### src/hdl/mlr_pkg.sv
`default_nettype none

package mlr_pkg;

   localparam int COORD_BITS = 12;
   localparam int SIZE_BITS = 13;
   localparam int COLOR_BITS = 32;
   localparam int DIFF_BITS = COORD_BITS + 1;
   localparam int ACC_BITS = 2 * COORD_BITS + 4;
   localparam int EXT_BITS = COORD_BITS + SIZE_BITS;
   localparam int CSR_INDEX_BITS = 1;

   localparam logic [SIZE_BITS-1:0] SIZE_RESET = SIZE_BITS'(1 << COORD_BITS);
   localparam logic [EXT_BITS-1:0] COORD_LIMIT = EXT_BITS'(1 << COORD_BITS);

   localparam logic [CSR_INDEX_BITS-1:0] CSR_IMAGE_WIDTH = CSR_INDEX_BITS'(0);
   localparam logic [CSR_INDEX_BITS-1:0] CSR_IMAGE_HEIGHT = CSR_INDEX_BITS'(1);

   typedef struct packed {
      logic [COORD_BITS-1:0] x;
      logic [COORD_BITS-1:0] y;
      logic [COLOR_BITS-1:0] color;
      logic                  last;
   } pixel_type;

   // largest usable coordinate for an image size register
   function automatic logic [COORD_BITS-1:0] axis_max(input logic [SIZE_BITS-1:0] size);
      logic [EXT_BITS-1:0] ext;
      logic [EXT_BITS-1:0] dec;
      ext = EXT_BITS'(size);
      dec = ext - EXT_BITS'(1);
      if (ext == '0) begin
         axis_max = '0;
      end else if (ext > COORD_LIMIT) begin
         axis_max = '1;
      end else begin
         axis_max = dec[COORD_BITS-1:0];
      end
   endfunction

endpackage

`default_nettype wire

### src/hdl/midpoint_line_rasterizer_core.sv
// Midpoint line rasterizer core.
// Request channel (req_valid / req_stall): every accepted item is one tick.
// A tick with req_start_req set loads two endpoints and a color, drops any
// line in progress and produces the first pixel of the new line. Each later
// tick produces the next pixel until the one with rsp_last set; a tick while
// no line is active produces nothing.
// Result channel (rsp_valid / rsp_stall): one pixel item per producing tick,
// registered in the pixel register, or in the skid register while that is full.
// Throughput is one tick per cycle while req_stall is low: the decision term is
// updated by adds only, so the whole step fits between the line state registers
// and the pixel register. A two-entry output (pixel register plus skid register)
// keeps req_stall a registered signal; req_stall rises only when both hold a pixel.
// Image size registers are written through csr_write / csr_index / csr_wdata;
// the user must write them only while no line is active (the block does not enforce it).
// Reset (synchronous, active high) empties the output, ends any line and
// sets both image sizes to 4096.
`default_nettype none

module midpoint_line_rasterizer_core (
   input  wire                              clock,
   input  wire                              reset,
   input  wire                              req_valid,
   output logic                             req_stall,
   input  wire                              req_start_req,
   input  wire  [mlr_pkg::COORD_BITS-1:0]   req_x0,
   input  wire  [mlr_pkg::COORD_BITS-1:0]   req_y0,
   input  wire  [mlr_pkg::COORD_BITS-1:0]   req_x1,
   input  wire  [mlr_pkg::COORD_BITS-1:0]   req_y1,
   input  wire  [mlr_pkg::COLOR_BITS-1:0]   req_line_color,
   output logic                             rsp_valid,
   input  wire                              rsp_stall,
   output logic [mlr_pkg::COORD_BITS-1:0]   rsp_pixel_x,
   output logic [mlr_pkg::COORD_BITS-1:0]   rsp_pixel_y,
   output logic [mlr_pkg::COLOR_BITS-1:0]   rsp_pixel_color,
   output logic                             rsp_last,
   input  wire                              csr_write,
   input  wire  [mlr_pkg::CSR_INDEX_BITS-1:0] csr_index,
   input  wire  [mlr_pkg::SIZE_BITS-1:0]    csr_wdata
);

   import mlr_pkg::*;

   logic [SIZE_BITS-1:0] width_ff, height_ff;

   logic                   busy_ff, busy_in;
   logic                   steep_ff, steep_in;
   logic                   up_ff, up_in;
   logic                   dn_ff, dn_in;
   logic [COORD_BITS-1:0]  cur_x_ff, cur_x_in;
   logic [COORD_BITS-1:0]  cur_y_ff, cur_y_in;
   logic [COORD_BITS-1:0]  end_ff, end_in;
   logic signed [ACC_BITS-1:0] a2_ff, a2_in;
   logic signed [ACC_BITS-1:0] b2_ff, b2_in;
   logic signed [ACC_BITS-1:0] dec_ff, dec_in;
   logic [COLOR_BITS-1:0]  color_ff, color_in;

   pixel_type out_ff, out_in;
   pixel_type skid_ff, skid_in;
   logic      out_valid_ff, out_valid_in;
   logic      skid_valid_ff, skid_valid_in;

   logic [COORD_BITS-1:0] mx, my;
   logic [COORD_BITS-1:0] ax, ay, bx, by, sx, sy, ex, ey;
   logic signed [DIFF_BITS-1:0] dx, dy, a_new, b_new;
   logic [DIFF_BITS-1:0] adx, ady;
   logic steep_new, swap;

   logic                   sel_steep, sel_up, sel_dn;
   logic [COORD_BITS-1:0]  sel_x, sel_y, sel_end;
   logic signed [ACC_BITS-1:0] sel_a2, sel_b2, sel_dec;
   logic [COLOR_BITS-1:0]  sel_color;
   logic active, last_now, inc, dcr, req_take, out_take, produce;

   assign req_take = req_valid && !req_stall;
   assign out_take = out_valid_ff && !rsp_stall;
   assign req_stall = skid_valid_ff;

   assign rsp_valid = out_valid_ff;
   assign rsp_pixel_x = out_ff.x;
   assign rsp_pixel_y = out_ff.y;
   assign rsp_pixel_color = out_ff.color;
   assign rsp_last = out_ff.last;

   always_comb begin
      mx = axis_max(width_ff);
      my = axis_max(height_ff);

      // endpoints saturate to the image edge
      ax = (req_x0 > mx) ? mx : req_x0;
      ay = (req_y0 > my) ? my : req_y0;
      bx = (req_x1 > mx) ? mx : req_x1;
      by = (req_y1 > my) ? my : req_y1;
      dx = signed'({1'b0, bx}) - signed'({1'b0, ax});
      dy = signed'({1'b0, by}) - signed'({1'b0, ay});
      adx = dx[DIFF_BITS-1] ? DIFF_BITS'(-dx) : DIFF_BITS'(dx);
      ady = dy[DIFF_BITS-1] ? DIFF_BITS'(-dy) : DIFF_BITS'(dy);
      steep_new = ady > adx;
      swap = steep_new ? (ay > by) : (ax > bx);
      sx = swap ? bx : ax;
      sy = swap ? by : ay;
      ex = swap ? ax : bx;
      ey = swap ? ay : by;
      a_new = signed'({1'b0, sy}) - signed'({1'b0, ey});
      b_new = signed'({1'b0, ex}) - signed'({1'b0, sx});

      if (req_start_req) begin
         sel_steep = steep_new;
         sel_x = sx;
         sel_y = sy;
         sel_end = steep_new ? ey : ex;
         sel_up = steep_new ? (sx < ex) : (sy < ey);
         sel_dn = steep_new ? (sx > ex) : (sy > ey);
         sel_a2 = ACC_BITS'(a_new) <<< 1;
         sel_b2 = ACC_BITS'(b_new) <<< 1;
         // line passes through the start point, so only the midpoint offset remains
         sel_dec = steep_new ? (ACC_BITS'(a_new) + (ACC_BITS'(b_new) <<< 1))
                             : ((ACC_BITS'(a_new) <<< 1) + ACC_BITS'(b_new));
         sel_color = req_line_color;
      end else begin
         sel_steep = steep_ff;
         sel_x = cur_x_ff;
         sel_y = cur_y_ff;
         sel_end = end_ff;
         sel_up = up_ff;
         sel_dn = dn_ff;
         sel_a2 = a2_ff;
         sel_b2 = b2_ff;
         sel_dec = dec_ff;
         sel_color = color_ff;
      end

      active = req_start_req || busy_ff;
      last_now = sel_steep ? (sel_y == sel_end) : (sel_x == sel_end);

      steep_in = sel_steep;
      up_in = sel_up;
      dn_in = sel_dn;
      end_in = sel_end;
      a2_in = sel_a2;
      b2_in = sel_b2;
      color_in = sel_color;
      busy_in = active && !last_now;

      if (sel_steep) begin
         inc = sel_up && (sel_dec > 0) && (sel_x < mx);
         dcr = !inc && sel_dn && (sel_dec < 0) && (sel_x != '0);
         cur_x_in = inc ? sel_x + 1'b1 : (dcr ? sel_x - 1'b1 : sel_x);
         cur_y_in = sel_y + 1'b1;
         dec_in = sel_dec + sel_b2 + (inc ? sel_a2 : (dcr ? -sel_a2 : '0));
      end else begin
         inc = sel_up && (sel_dec < 0) && (sel_y < my);
         dcr = !inc && sel_dn && (sel_dec > 0) && (sel_y != '0);
         cur_y_in = inc ? sel_y + 1'b1 : (dcr ? sel_y - 1'b1 : sel_y);
         cur_x_in = sel_x + 1'b1;
         dec_in = sel_dec + sel_a2 + (inc ? sel_b2 : (dcr ? -sel_b2 : '0));
      end

      produce = req_take && active;

      // two-entry output: pixel register, then skid register
      out_in = out_ff;
      skid_in = skid_ff;
      out_valid_in = out_valid_ff;
      skid_valid_in = skid_valid_ff;
      if (out_take) begin
         out_valid_in = 1'b0;
      end
      if (out_take && skid_valid_ff) begin
         out_in = skid_ff;
         out_valid_in = 1'b1;
         skid_valid_in = 1'b0;
      end
      if (produce) begin
         if (!out_valid_in) begin
            out_in = '{x: sel_x, y: sel_y, color: sel_color, last: last_now};
            out_valid_in = 1'b1;
         end else begin
            skid_in = '{x: sel_x, y: sel_y, color: sel_color, last: last_now};
            skid_valid_in = 1'b1;
         end
      end
   end

   always_ff @(posedge clock) begin
      if (reset) begin
         width_ff <= SIZE_RESET;
         height_ff <= SIZE_RESET;
      end else if (csr_write) begin
         case (csr_index)
            CSR_IMAGE_WIDTH: width_ff <= csr_wdata;
            CSR_IMAGE_HEIGHT: height_ff <= csr_wdata;
            default: ;
         endcase
      end
   end

   always_ff @(posedge clock) begin
      if (reset) begin
         busy_ff <= 1'b0;
      end else if (req_take) begin
         busy_ff <= busy_in;
      end
   end

   always_ff @(posedge clock) begin
      if (req_take && active) begin
         steep_ff <= steep_in;
         up_ff <= up_in;
         dn_ff <= dn_in;
         cur_x_ff <= cur_x_in;
         cur_y_ff <= cur_y_in;
         end_ff <= end_in;
         a2_ff <= a2_in;
         b2_ff <= b2_in;
         dec_ff <= dec_in;
         color_ff <= color_in;
      end
   end

   always_ff @(posedge clock) begin
      if (reset) begin
         out_valid_ff <= 1'b0;
         skid_valid_ff <= 1'b0;
      end else begin
         out_valid_ff <= out_valid_in;
         skid_valid_ff <= skid_valid_in;
      end
   end

   always_ff @(posedge clock) begin
      out_ff <= out_in;
      skid_ff <= skid_in;
   end

   a_skid_behind_out: assert property (@(posedge clock) disable iff (reset)
      skid_valid_ff |-> out_valid_ff)
      else $error("skid register holds a pixel while the pixel register is empty");

   a_major_in_range: assert property (@(posedge clock) disable iff (reset)
      (busy_ff && !steep_ff) |-> (cur_x_ff <= end_ff))
      else $error("major x coordinate passed the line end");

   a_last_ends_line: assert property (@(posedge clock) disable iff (reset)
      (req_take && active && last_now) |=> (!busy_ff && rsp_valid))
      else $error("last pixel did not end the line");

   a_tick_gives_pixel: assert property (@(posedge clock) disable iff (reset)
      (req_take && req_start_req) |=> rsp_valid)
      else $error("start tick produced no pixel");

endmodule

`default_nettype wire

### config.mk
export PLATFORM = sky130hd
export DESIGN_NAME = midpoint_line_rasterizer_core
export DESIGN_NICKNAME = d
export VERILOG_FILES = /design/src/hdl/mlr_pkg.sv /design/src/hdl/midpoint_line_rasterizer_core.sv
export SDC_FILE = /design/constraint.sdc
export NUM_CORES = 1
export LEC_CHECK = 0
export BUFFER_PORTS_ARGS = -buffer_cell sky130_fd_sc_hd__buf_2
export CELL_PAD_IN_SITES_DETAIL_PLACEMENT = 1
export CELL_PAD_IN_SITES_GLOBAL_PLACEMENT = 2
export CORE_MARGIN = 2
export CORE_UTILIZATION = 42
export CTS_CLUSTER_SIZE = 8
export DETAILED_ROUTE_END_ITERATION = 6
export HOLD_SLACK_MARGIN = 0.15
export PLACE_DENSITY_LB_ADDON = 0.1
export SYNTH_ARGS = -nofsm -noshare
export SYNTH_HDL_FRONTEND = slang
export SYNTH_SLANG_ARGS = --single-unit
### constraint.sdc
create_clock -name clock -period 50.7 [get_ports clock]
set_input_delay 2.535 -clock clock [delete_from_list [all_inputs] [get_ports clock]]
set_output_delay 2.535 -clock clock [all_outputs]
set_load 0.005 [all_outputs]
==> results.sh <==
export IMPL_setup_worst_path_start_class="flop"
export IMPL_cts_max_level=2
export IMPL_worstSetupPathType="reg2reg"
export IMPL_core_um2=61800
export IMPL_clock_path_buffers=3
export IMPL_routed_via_density=5.88
export IMPL_drc=0
export IMPL_grt_pass1_vias=24700
export IMPL_yosys_warnings=0
export IMPL_syn_nets=3362
export IMPL_synth_avg_cell_area_um2=8.74
export IMPL_die_x_um=254
export IMPL_dp_hpwl_mm=72.7
export IMPL_nets=3485
export IMPL_final_common_cell="a21oi_1"
export IMPL_ant_nets=0
export IMPL_grt_max_degree=115
export IMPL_tightest_slew_ns=1.20
export IMPL_final_cells=4001
export IMPL_drt_iter0_drc=1416
export IMPL_die_h_um=254
export IMPL_synthArstFlopShare_pct=0
export IMPL_met1_usage_pct=36.9
export IMPL_initial_core_util_pct=42.6
export IMPL_setup_tns_final_ns=0
export IMPL_min_path_type="reg2reg"
export IMPL_r2r_setup_slack_ns=28.37
export IMPL_cp_slowest_cell="a41oi_2"
export IMPL_fmax_mhz=44.8
export IMPL_top_usage_layer="met2"
export IMPL_whs_path_depth=2
export IMPL_post_cts_setup_buffers=0
export IMPL_critPathMaxStageDelay_ns=0.71
export IMPL_fin_skew_ns=0.0375
export IMPL_syn_to_final_growth_pct=11.7
export IMPL_grt_pass1_wl_mm=145
export IMPL_syn_cell_area_um2=26300
export IMPL_grt_antenna_before_repair=3
export IMPL_pre_cts_ws_ns=28.41
export IMPL_post_route_min_period_ns=22.33
export IMPL_gr_usage_met2_pct=50.4
export IMPL_place_congestion=0.934
export IMPL_first_pass_iters=5
export IMPL_diodes=0
export IMPL_cpMostUsedCell="a21oi_1"
export IMPL_finalHoldViolations=0
export IMPL_finalMaxSlewViolations=0
export IMPL_hold_worst_slack_ns=0.493
export IMPL_cts_resized=0
export IMPL_cts_sinks=298
export IMPL_ys_seq_elements=298
export IMPL_use_met3_pct=3.28
export IMPL_grt_setup_unrepaired="no"
export IMPL_fin_crit_sh_pct=44.0
export IMPL_clkTransAtPathRegs_ns=0.06
export IMPL_setup_violations=0
export IMPL_status="finished, final reports clean"
export IMPL_cts_made_buffers=44
export IMPL_path_buf_inv=5
export IMPL_cts_root_buffer="clkbuf_16"
export IMPL_drive_above_1_share_pct=12.4
export IMPL_grt_overflow=0
export IMPL_worstPathRequired_ns=51.03
export IMPL_dpl_cell_count=3923
export IMPL_slew_headroom_pct=19.1
export IMPL_path_depth=82
export IMPL_cap_violations=0
export IMPL_crit_arrival_ns=22.66
export IMPL_setup_ws_ns=28.37
export IMPL_ys_flop_type="edfxtp_1"
export IMPL_ys_seq_area_share_pct=30.7
export IMPL_num_io_pins=159
export IMPL_portBuffers=158
export IMPL_worstPathMaxFanout=46
export IMPL_layout_common_cells="a21oi_1 (311), nor2_1 (278), inv_1 (234)"
export IMPL_row_count=91
export IMPL_crit_family="compound AO/OA/AOI/OAI gates"
export IMPL_dieArea_um2=64700
export IMPL_insertion_delay_ns=0.60
export IMPL_reg2reg_depth=82
export IMPL_synth_edf_count=212
export IMPL_wl_per_cell_um=23.5
export IMPL_cts_tree="done"
export IMPL_ys_types=107
export IMPL_num_vias=23500
export IMPL_cts_hold_buffers=0
export IMPL_syn_inst=3009
export IMPL_endpoint_kind="flop"
export IMPL_wirelength_mm=94.0
export IMPL_track_usage_pct=28.8
[per-layer routing]
layer | vias to the layer above | share of wire [%]
met1 | 11700 | 44
met2 | 490 | 49
met5 | - | 0.023
met4 | 4 | 3.3
li1 | 11200 | -
met3 | 140 | 3.9
[logic make-up (layout without fill, tap and decap cells)]
family	Yosys count	count (layout)	share of synthesized area [%]
multiplexers	191	191	7.81
AO/OA/AOI/OAI	824	824	19.9
buffers and inverters	367	522	5.32
adder cells (fa/ha/maj)	255	255	13.8
AND/OR/NAND/NOR	907	907	16.8
flip-flops	298	298	30.7
XOR/XNOR	167	167	5.63
[Yosys cell counts, types with 17 or more instances]
library cell  number  area (um2)
a21oi_1          312        1560
nor2_1           279        1050
inv_1            236         886
edfxtp_1         212        6370
nand2_1          208         781
ha_1             193        2410
o21ai_0          156         781
mux2i_1          115        1150
xnor2_1          109         955
clkbuf_1          97         364
dfxtp_1           86        1720
nor3_1            73         365
mux2_2            69         777
fa_1              60        1200
nand3_1           57         285
xor2_1            57         499
or3_1             55         344
a21o_1            48         360
nand4_1           37         231
nor2b_1           34         213
a211oi_1          31         233
and3_1            31         194
nand2b_1          29         181
o31ai_1           26         195
nor4_1            25         156
o211ai_1          25         188
o21bai_1          22         165
a211o_1           17         149
a21boi_0          17         128
buf_2             17        85.1
[worst min-delay path, stage by stage, from the launching register on]
cell and delay [ns]:
dfxtp_1 0.33, nand2_1 0.06, a21oi_1 0.05
[registers in the layout, summed over array words and instances, names as in the netlist, 12 cells and up]
signal / flops
b2_ff: 28
cur_y_ff: 12
rsp_pixel_color: 32
width_ff: 13
a2_ff: 28
color_ff: 32
dec_ff: 28
rsp_pixel_x: 12
end_ff: 12
rsp_pixel_y: 12
skid_ff: 57
cur_x_ff: 12
height_ff: 13
[path summary, 6_finish.rpt]
kind / startpoint / to
setup / recovery: width_ff[2] / dec_ff[27]
hold / removal: width_ff[1] / width_ff[1]
setup reg to reg: width_ff[2] / dec_ff[27]
hold reg to reg: width_ff[1] / width_ff[1]
[layout make-up]
| type | instances | area [um2] |
|---|---|---|
| clock inverters | 4 | 70.1 |
| multi-input cells | 2344 | 16900 |
| well taps | 837 | 1050 |
| flip-flops and latches | 298 | 8090 |
| inverters | 239 | 902 |
| clock buffers | 74 | 1230 |
| repair buffers | 205 | 1150 |
| fillers | 7314 | 32400 |
[metrics by stage]
| stage | cell area [um2] | util, % |
|---|---|---|
| after floorplan | 26300 | - |
| after global placement | 28100 | 45.4 |
| after detailed placement | 28100 | 45.4 |
| after CTS | 29400 | 47.5 |
| after global routing | 29400 | 47.5 |
| final | 29400 | 47.5 |
Power is not shown: default switching activity piles up to over one toggle a cycle in this logic, so the estimate is an artifact.
